**config.mk**
```make
export PLATFORM = sky130hd
export DESIGN_NAME = keyed_fnv_verdict_seal_top
export DESIGN_NICKNAME = d
export VERILOG_FILES = /design/src/sv/kfvs_pkg.sv /design/src/sv/keyed_fnv_verdict_seal_top.sv /design/src/sv/kfvs_cfg_regs.sv /design/src/sv/kfvs_ctrl.sv /design/src/sv/kfvs_datapath.sv
export VERILOG_INCLUDE_DIRS = /design/src /design/src/sv
export SDC_FILE = /design/constraint.sdc
export NUM_CORES = 2
export LEC_CHECK = 0
export ABC_AREA = 1
export BUFFER_PORTS_ARGS = -buffer_cell sky130_fd_sc_hd__buf_2
export CAP_MARGIN = 20
export CORE_MARGIN = 5
export CORE_UTILIZATION = 45
export DETAILED_ROUTE_END_ITERATION = 8
export SYNTH_ARGS = -nofsm -noshare
export SYNTH_HDL_FRONTEND = slang
export SYNTH_HIERARCHICAL = 1
export SYNTH_SLANG_ARGS = --single-unit
export TNS_END_PERCENT = 50
```
**constraint.sdc**
```tcl
create_clock -name aclk -period 27.4 [get_ports aclk]
set_input_delay 5.48 -clock aclk [delete_from_list [all_inputs] [get_ports aclk]]
set_output_delay 5.48 -clock aclk [all_outputs]
set_load 0.05 [all_outputs]
```
**src/sv/keyed_fnv_verdict_seal_top_macros.svh**
```systemverilog
// ----------------------------------------------------------------------------
// keyed_fnv_verdict_seal_top_macros
// assertion helpers shared by the verdict seal block
// ----------------------------------------------------------------------------
`ifndef KEYED_FNV_VERDICT_SEAL_TOP_MACROS_SVH
`define KEYED_FNV_VERDICT_SEAL_TOP_MACROS_SVH

// same-cycle implication under active-low reset
`define KFVS_ASSERT_SAME(label, clk, rstn, ante, cons, msg) \
    label: assert property (@(posedge clk) disable iff (!rstn) (ante) |-> (cons)) \
        else $error(msg);

// next-cycle implication under active-low reset
`define KFVS_ASSERT_NEXT(label, clk, rstn, ante, cons, msg) \
    label: assert property (@(posedge clk) disable iff (!rstn) (ante) |=> (cons)) \
        else $error(msg);

`endif

```
**src/sv/kfvs_pkg.sv**
```systemverilog
// ----------------------------------------------------------------------------
// kfvs_pkg
// types and constants of the keyed fnv-1a verdict seal block
// ----------------------------------------------------------------------------
`default_nettype none

package kfvs_pkg;

    localparam logic [63:0] FNV_BASIS      = 64'hCBF2_9CE4_8422_2325;
    // prime is 2^40 + 0x1b3
    localparam int          FNV_PRIME_SHIFT = 40;
    localparam logic [63:0] FNV_PRIME_LOW  = 64'h0000_0000_0000_01B3;
    localparam logic [31:0] MAX_AGE_RESET  = 32'd10000;

    localparam int KEY_BYTES = 32;
    localparam int REC_BYTES = 24;
    localparam int NUM_STEPS = 2 * KEY_BYTES + REC_BYTES;

    typedef logic [6:0] step_idx_t;

    localparam step_idx_t LAST_STEP = step_idx_t'(NUM_STEPS - 1);

    typedef logic [2:0] cfg_idx_t;

    localparam cfg_idx_t CFG_KEY_0   = 3'd0;
    localparam cfg_idx_t CFG_KEY_1   = 3'd1;
    localparam cfg_idx_t CFG_KEY_2   = 3'd2;
    localparam cfg_idx_t CFG_KEY_3   = 3'd3;
    localparam cfg_idx_t CFG_MAX_AGE = 3'd4;

    localparam logic FUNC_SEAL   = 1'b0;
    localparam logic FUNC_VERIFY = 1'b1;

    typedef logic [KEY_BYTES-1:0][7:0] key_bytes_t;
    typedef logic [REC_BYTES-1:0][7:0] rec_bytes_t;

    typedef struct packed {
        logic        func;
        logic [63:0] nonce;
        logic [31:0] verdict_flags;
        logic [31:0] verdict_score;
        logic [63:0] stamp_ms;
        logic [63:0] received_tag;
        logic [63:0] now_ms;
    } kfvs_in_t;

    typedef struct packed {
        logic [63:0] tag;
        logic        accepted;
        logic [31:0] flags_out;
        logic [31:0] verified_score;
    } kfvs_out_t;

    typedef struct packed {
        logic      load;
        logic      step;
        logic      out_load;
        step_idx_t byte_idx;
    } kfvs_cmd_t;

endpackage

`default_nettype wire

```
**src/sv/keyed_fnv_verdict_seal_top.sv**
```systemverilog
// ----------------------------------------------------------------------------
// keyed_fnv_verdict_seal_top
// seals or checks a 24-byte verdict record with a keyed fnv-1a 64-bit tag
//
// s_ channel takes one request word (mode, record, tag to check, current
// time); m_ channel returns one result word (tag, pass bit, flags, score).
// the config port writes the four key words and the maximum age; the user
// must do so only while idle, as the block itself does not enforce it. one
// byte is absorbed per cycle: 32 key bytes, 24 record bytes, 32 key bytes
// reversed, all through the single fnv multiply step. a new word is taken
// only once the last one is finished; s_ready is high only between requests.
// a finished result sits in the output register while the next word is
// absorbed; if the receiver still stalls at the end of that word, the block
// holds there with s_ready low until the register frees.
// reset clears the sequencer and output valid, keys to zero, max age 10000.
// ----------------------------------------------------------------------------
`default_nettype none

`include "keyed_fnv_verdict_seal_top_macros.svh"

module keyed_fnv_verdict_seal_top
    import kfvs_pkg::*;
(
    input  wire logic        aclk,
    input  wire logic        aresetn,
    input  wire logic        cfg_wr_en,
    input  wire cfg_idx_t    cfg_index,
    input  wire logic [63:0] cfg_wdata,
    input  wire logic        s_valid,
    output logic             s_ready,
    input  wire kfvs_in_t    s_data,
    output logic             m_valid,
    input  wire logic        m_ready,
    output kfvs_out_t        m_data
);

    key_bytes_t  key;
    logic [31:0] max_age;
    kfvs_cmd_t   cmd;

    kfvs_cfg_regs u_cfg (
        .aclk      (aclk),
        .aresetn   (aresetn),
        .cfg_wr_en (cfg_wr_en),
        .cfg_index (cfg_index),
        .cfg_wdata (cfg_wdata),
        .key       (key),
        .max_age   (max_age)
    );

    kfvs_ctrl u_ctrl (
        .aclk    (aclk),
        .aresetn (aresetn),
        .s_valid (s_valid),
        .s_ready (s_ready),
        .m_valid (m_valid),
        .m_ready (m_ready),
        .cmd     (cmd)
    );

    kfvs_datapath u_dp (
        .aclk    (aclk),
        .cmd     (cmd),
        .s_data  (s_data),
        .key     (key),
        .max_age (max_age),
        .m_data  (m_data)
    );

    `KFVS_ASSERT_NEXT(a_busy_after_take, aclk, aresetn, s_valid && s_ready, !s_ready,
        "input taken while a word is in progress")
    `KFVS_ASSERT_SAME(a_fail_zeroes, aclk, aresetn, m_valid && !m_data.accepted,
        m_data.flags_out == 32'd0 && m_data.verified_score == 32'd0,
        "failed check returned flags or score")
    `KFVS_ASSERT_SAME(a_result_from_busy, aclk, aresetn, $rose(m_valid), !$past(s_ready),
        "result appeared without a word in progress")

endmodule

`default_nettype wire

```
**src/sv/kfvs_cfg_regs.sv**
```systemverilog
// ----------------------------------------------------------------------------
// kfvs_cfg_regs
// key and maximum age registers with write decode
// ----------------------------------------------------------------------------
`default_nettype none

module kfvs_cfg_regs
    import kfvs_pkg::*;
(
    input  wire logic        aclk,
    input  wire logic        aresetn,
    input  wire logic        cfg_wr_en,
    input  wire cfg_idx_t    cfg_index,
    input  wire logic [63:0] cfg_wdata,
    output key_bytes_t       key,
    output logic [31:0]      max_age
);

    logic [63:0] key0_reg, key1_reg, key2_reg, key3_reg;
    logic [31:0] max_age_reg;

    always_ff @(posedge aclk) begin
        if (!aresetn) begin
            key0_reg    <= '0;
            key1_reg    <= '0;
            key2_reg    <= '0;
            key3_reg    <= '0;
            max_age_reg <= MAX_AGE_RESET;
        end else if (cfg_wr_en) begin
            unique case (cfg_index)
                CFG_KEY_0:   key0_reg    <= cfg_wdata;
                CFG_KEY_1:   key1_reg    <= cfg_wdata;
                CFG_KEY_2:   key2_reg    <= cfg_wdata;
                CFG_KEY_3:   key3_reg    <= cfg_wdata;
                CFG_MAX_AGE: max_age_reg <= cfg_wdata[31:0];
                default: ;
            endcase
        end
    end

    assign key     = {key3_reg, key2_reg, key1_reg, key0_reg};
    assign max_age = max_age_reg;

endmodule

`default_nettype wire

```
**src/sv/kfvs_ctrl.sv**
```systemverilog
// ----------------------------------------------------------------------------
// kfvs_ctrl
// sequencer: takes a word, steps the byte counter, hands off the result
// ----------------------------------------------------------------------------
`default_nettype none

module kfvs_ctrl
    import kfvs_pkg::*;
(
    input  wire logic aclk,
    input  wire logic aresetn,
    input  wire logic s_valid,
    output logic      s_ready,
    output logic      m_valid,
    input  wire logic m_ready,
    output kfvs_cmd_t cmd
);

    typedef enum logic [2:0] {
        ST_IDLE   = 3'b001,
        ST_ABSORB = 3'b010,
        ST_FINISH = 3'b100
    } state_t;

    state_t    state_reg, state_next;
    step_idx_t cnt_reg, cnt_next;
    logic      out_valid_reg, out_valid_next;
    logic      out_load;

    always_comb begin
        state_next = state_reg;
        cnt_next   = cnt_reg;
        out_load   = 1'b0;
        unique case (state_reg)
            ST_IDLE: begin
                if (s_valid) begin
                    state_next = ST_ABSORB;
                    cnt_next   = '0;
                end
            end
            ST_ABSORB: begin
                cnt_next = cnt_reg + 7'd1;
                if (cnt_reg == LAST_STEP) begin
                    state_next = ST_FINISH;
                end
            end
            ST_FINISH: begin
                if (!out_valid_reg || m_ready) begin
                    out_load   = 1'b1;
                    state_next = ST_IDLE;
                end
            end
            default: state_next = ST_IDLE;
        endcase
    end

    always_comb begin
        out_valid_next = out_valid_reg;
        if (out_load) begin
            out_valid_next = 1'b1;
        end else if (m_ready) begin
            out_valid_next = 1'b0;
        end
    end

    always_ff @(posedge aclk) begin
        if (!aresetn) begin
            state_reg     <= ST_IDLE;
            cnt_reg       <= '0;
            out_valid_reg <= 1'b0;
        end else begin
            state_reg     <= state_next;
            cnt_reg       <= cnt_next;
            out_valid_reg <= out_valid_next;
        end
    end

    assign s_ready      = (state_reg == ST_IDLE);
    assign m_valid      = out_valid_reg;
    assign cmd.load     = s_ready && s_valid;
    assign cmd.step     = (state_reg == ST_ABSORB);
    assign cmd.out_load = out_load;
    assign cmd.byte_idx = cnt_reg;

endmodule

`default_nettype wire

```
**src/sv/kfvs_datapath.sv**
```systemverilog
// ----------------------------------------------------------------------------
// kfvs_datapath
// word register, byte select, fnv-1a step, freshness check, result register
// ----------------------------------------------------------------------------
`default_nettype none

module kfvs_datapath
    import kfvs_pkg::*;
(
    input  wire logic        aclk,
    input  wire kfvs_cmd_t   cmd,
    input  wire kfvs_in_t    s_data,
    input  wire key_bytes_t  key,
    input  wire logic [31:0] max_age,
    output kfvs_out_t        m_data
);

    localparam step_idx_t REC_START  = step_idx_t'(KEY_BYTES);
    localparam step_idx_t TAIL_START = step_idx_t'(KEY_BYTES + REC_BYTES);
    localparam step_idx_t TAIL_TOP   = step_idx_t'(2 * KEY_BYTES + REC_BYTES - 1);

    function automatic logic [63:0] fnv_absorb(input logic [63:0] h, input logic [7:0] b);
        logic [63:0] x;
        x = h ^ {56'd0, b};
        return (x << FNV_PRIME_SHIFT) + (x * FNV_PRIME_LOW);
    endfunction

    kfvs_in_t    item_reg;
    logic [63:0] hash_reg, hash_next;
    logic [64:0] diff_reg;
    logic        fresh_reg;
    kfvs_out_t   out_reg, out_next;

    rec_bytes_t  rec;
    logic [4:0]  key_idx;
    logic [4:0]  rec_idx;
    logic [7:0]  cur_byte;
    logic        verify_ok;

    assign rec = {item_reg.stamp_ms, item_reg.verdict_score,
                  item_reg.verdict_flags, item_reg.nonce};

    always_comb begin
        if (cmd.byte_idx < REC_START) begin
            key_idx = cmd.byte_idx[4:0];
        end else begin
            key_idx = 5'(TAIL_TOP - cmd.byte_idx);
        end
        rec_idx = 5'(cmd.byte_idx - REC_START);
        if (cmd.byte_idx >= REC_START && cmd.byte_idx < TAIL_START) begin
            cur_byte = rec[rec_idx];
        end else begin
            cur_byte = key[key_idx];
        end
    end

    always_comb begin
        hash_next = hash_reg;
        if (cmd.load) begin
            hash_next = FNV_BASIS;
        end else if (cmd.step) begin
            hash_next = fnv_absorb(hash_reg, cur_byte);
        end
    end

    assign verify_ok = (hash_reg == item_reg.received_tag) && fresh_reg;

    always_comb begin
        out_next.tag = hash_reg;
        if (item_reg.func == FUNC_VERIFY) begin
            out_next.accepted       = verify_ok;
            out_next.flags_out      = verify_ok ? item_reg.verdict_flags : 32'd0;
            out_next.verified_score = verify_ok ? item_reg.verdict_score : 32'd0;
        end else begin
            out_next.accepted       = 1'b1;
            out_next.flags_out      = 32'd0;
            out_next.verified_score = 32'd0;
        end
    end

    always_ff @(posedge aclk) begin
        if (cmd.load) begin
            item_reg <= s_data;
        end
        hash_reg  <= hash_next;
        // the age difference is registered from the word register, then the freshness flag from the difference
        diff_reg  <= {1'b0, item_reg.now_ms} - {1'b0, item_reg.stamp_ms};
        fresh_reg <= !diff_reg[64] && (diff_reg[63:0] <= {32'd0, max_age});
        if (cmd.out_load) begin
            out_reg <= out_next;
        end
    end

    assign m_data = out_reg;

endmodule

`default_nettype wire

```
==> impl_metrics.yaml <==
synthesis:
  syn_avg_cell_area_um2: 8.39
  muxShareOfSynthArea_pct: 0
  synth_cells: 6218
  async_flop_share_pct: 0
  synth_edf_count: 450
  synth.most_common_cell: "nand2_1"
  synth_top_family_by_area: "simple AND/OR/NAND/NOR gates"
  synth.area.top_cells: "edfxtp_1 (26%), dfxtp_1 (16%), fa_1 (8.9%)"
  ys_types: 51
  synth_ff_type: "edfxtp_1"
  synthSimpleGateAreaFrac_pct: 23.3
  synthAdderAreaFrac_pct: 15.6
  synth_compound_area_share_pct: 7.38
  yosysTopAreaCellShare_pct: 25.9
  synth-seq-cells: 879
  synth_common_cells: "nand2_1 (1057), nor2_1 (938), inv_1 (845), nand3_1 (774), edfxtp_1 (450)"
  ys_seq_area_share_pct: 42.4
  syn_area_um2: 52200
  synth_nets: 7121
  ys_warn_count: 6
  synth_xor_xnor_area_share_pct: 2.38
  synth_top_area_cell: "edfxtp_1"
grt:
  grt_pass1_vias: 42400
  grt_pass1_wl_um: 277000
  grt_start_max_net_pins: 257
  antenna_found_initial: 47
  track_usage_pct: 30.2
  overflow: 0
min_path:
  hold_end: "u_cfg/max_age[9]"
  hold_class: "reg2reg"
  hold_start: "u_cfg/max_age[9]"
  holdPathStages: 2
sta:
  final.min_clock_period_ns: 7.92
  drv_slew: 0
  fin_crit_sh_pct: 28.9
  worst_pin_slew_ns: 1.31
  rsz0062_at_grt: "no"
  setup_viol: 0
  fmax_mhz: 126
  fin_tns_setup_ns: 0
  clock-skew-final_ns: 0.0363
  relSlewSlack_pct: 12.4
  hold_viol: 0
final_layout:
  fillers: 11200
  register_area_um2: 22100
  drive_above_1_share_pct: 11.5
  layout.nets: 7546
  multi_input_area_um2: 25400
  largest_register_ffs: 321
  syn_to_final_growth_pct: 13.1
floorplan:
  dieArea_um2: 123000
  num_rows: 125
  die_y_um: 350
  start_util_pct: 45.1
  die_x_um: 350
  core-area_um2: 116000
  boundaryPins: 524
worst_setup_path:
  crit_slowest_cell: "buf_4"
  r2r_cells: 33
  rrSetupSlack_ns: 19.48
  r2r_start: "u_ctrl/cnt_reg[5]"
  cp-start-kind: "flop"
  worstPathArrival_ns: 8.51
  worst-path-max-fanout: 76
  startpoint: "u_ctrl/cnt_reg[5]"
  cp.required_ns: 27.99
  critPathKind: "reg2reg"
  crit_family: "simple AND/OR/NAND/NOR gates"
  reg2reg_to: "u_dp/hash_reg[56]"
  crit_path_end_kind: "flop"
  path_buf_inv: 3
  cp_common_cell: "nand2_1"
  slowest_delay_ns: 0.75
clock_network:
  cts_tree: "yes"
  ctsHtreeMaxLevel: 3
  max-clock-path-buffers: 3
  numCtsBuffers: 98
  cts_root_buf: "clkbuf_16"
  cts_resized: 0
  clk_latency_ns: 0.70
  cts_setup_buffers: 0
  clock_sinks: 879
  cts_hold_buf: 0
  path_clk_slew_ns: 0.06
run_status:
  status: "finished clean"
routing:
  drt-total-wl_um: 190000
  viasPerCell: 5.40
  drc: 0
  first_pass_iters: 6
  wl_per_cell_um: 23.0
  vias: 44700
  initialDrtViolationCount: 4442
  antenna_left: 0
run:
  max-cap-violations: 0
placement:
  dp_hpwl_um: 145000
  gp_congestion: 1.00
  portBuffers: 523
==> cell type report <==
type / instances / area share, %
clock buffers: 122 / 4.50
multi-input cells: 4245 / 43.1
diodes: 25 / 0.106
flip-flops and latches: 879 / 37.5
repair buffers: 563 / 5.03
clock inverters: 61 / 1.09
inverters: 856 / 5.46
well taps: 1524 / 3.23
==> tightest hold or removal path: stages, from the launching register on <==
cell and delay [ns]:
dfxtp_1 0.32, nand2_1 0.05, nand3_1 0.06
==> cells by family (layout without fill, tap and decap cells) <==
group / after synthesis / count (layout)
xor+xnor: 141 / 141
buf+inv: 1094 / 1602
compound gates: 708 / 708
other cells: 0 / 25
simple gates: 2886 / 2886
flops: 879 / 879
fa+ha+maj: 510 / 510
==> worst max-delay path by stage <==
stage / to / slack (ns) / depth (start not counted)
detailed placement: u_dp/m_data[87] / 19.34 / 5
finish: u_dp/hash_reg[56] / 19.48 / 33
global placement: u_dp/m_data[87] / 19.37 / 5
floorplan: u_dp/hash_reg[50] / 14.62 / 7
CTS: u_dp/hash_reg[61] / 19.63 / 36
global route: u_dp/hash_reg[59] / 18.95 / 35
==> cells in the final DEF, fill, tap and decap left out, types with 9 or more instances in the layout <==
| cell type | n |
|---|---|
| nand2_1 | 1056 |
| nor2_1 | 935 |
| inv_1 | 844 |
| nand3_1 | 773 |
| buf_2 | 522 |
| edfxtp_1 | 450 |
| dfxtp_1 | 426 |
| a21oi_1 | 328 |
| ha_1 | 277 |
| o21ai_0 | 252 |
| fa_1 | 233 |
| xor2_1 | 99 |
| clkbuf_16 | 98 |
| xnor2_1 | 41 |
| buf_4 | 37 |
| nand4_1 | 34 |
| a21o_1 | 26 |
| diode_2 | 25 |
| a31oi_1 | 22 |
| clkinv_1 | 21 |
| clkinv_2 | 18 |
| nor3_1 | 18 |
| nor4_1 | 18 |
| nand2_2 | 16 |
| o21bai_1 | 16 |
| clkbuf_1 | 13 |
| clkbuf_8 | 12 |
| o211ai_1 | 12 |
| o22ai_1 | 12 |
| inv_2 | 10 |
| nor2_4 | 10 |
| bufinv_16 | 9 |
| o21a_1 | 9 |
==> per-stage QoR <==
step	setup slack [ns]	utilization [%]	hold slack, ns	std cells	area (µm²)
after global placement	19.37	48.1	0.457	8066	55600
after floorplan	14.62	-	0.408	6218	52200
final	19.48	51.0	0.472	8275	59000
after detailed placement	19.34	48.1	0.463	8067	55600
after global routing	18.95	51.0	0.497	8257	58900
after CTS	19.63	51.0	0.477	8250	58900
==> per-layer routing <==
metal	GRT usage, %	wire length [µm]	share of wire [%]	vias to the layer above
li1	-	-	-	21100
met2	46.4	83800	44	1965
met5	0	90	0.047	-
met1	42.0	81900	43	21300
met3	6.86	16800	8.8	337
met4	10.8	7430	3.9	12
Power is left out: the tool's default activity adds up to more than one toggle a clock period on the data nets, which glitch-free logic cannot reach.
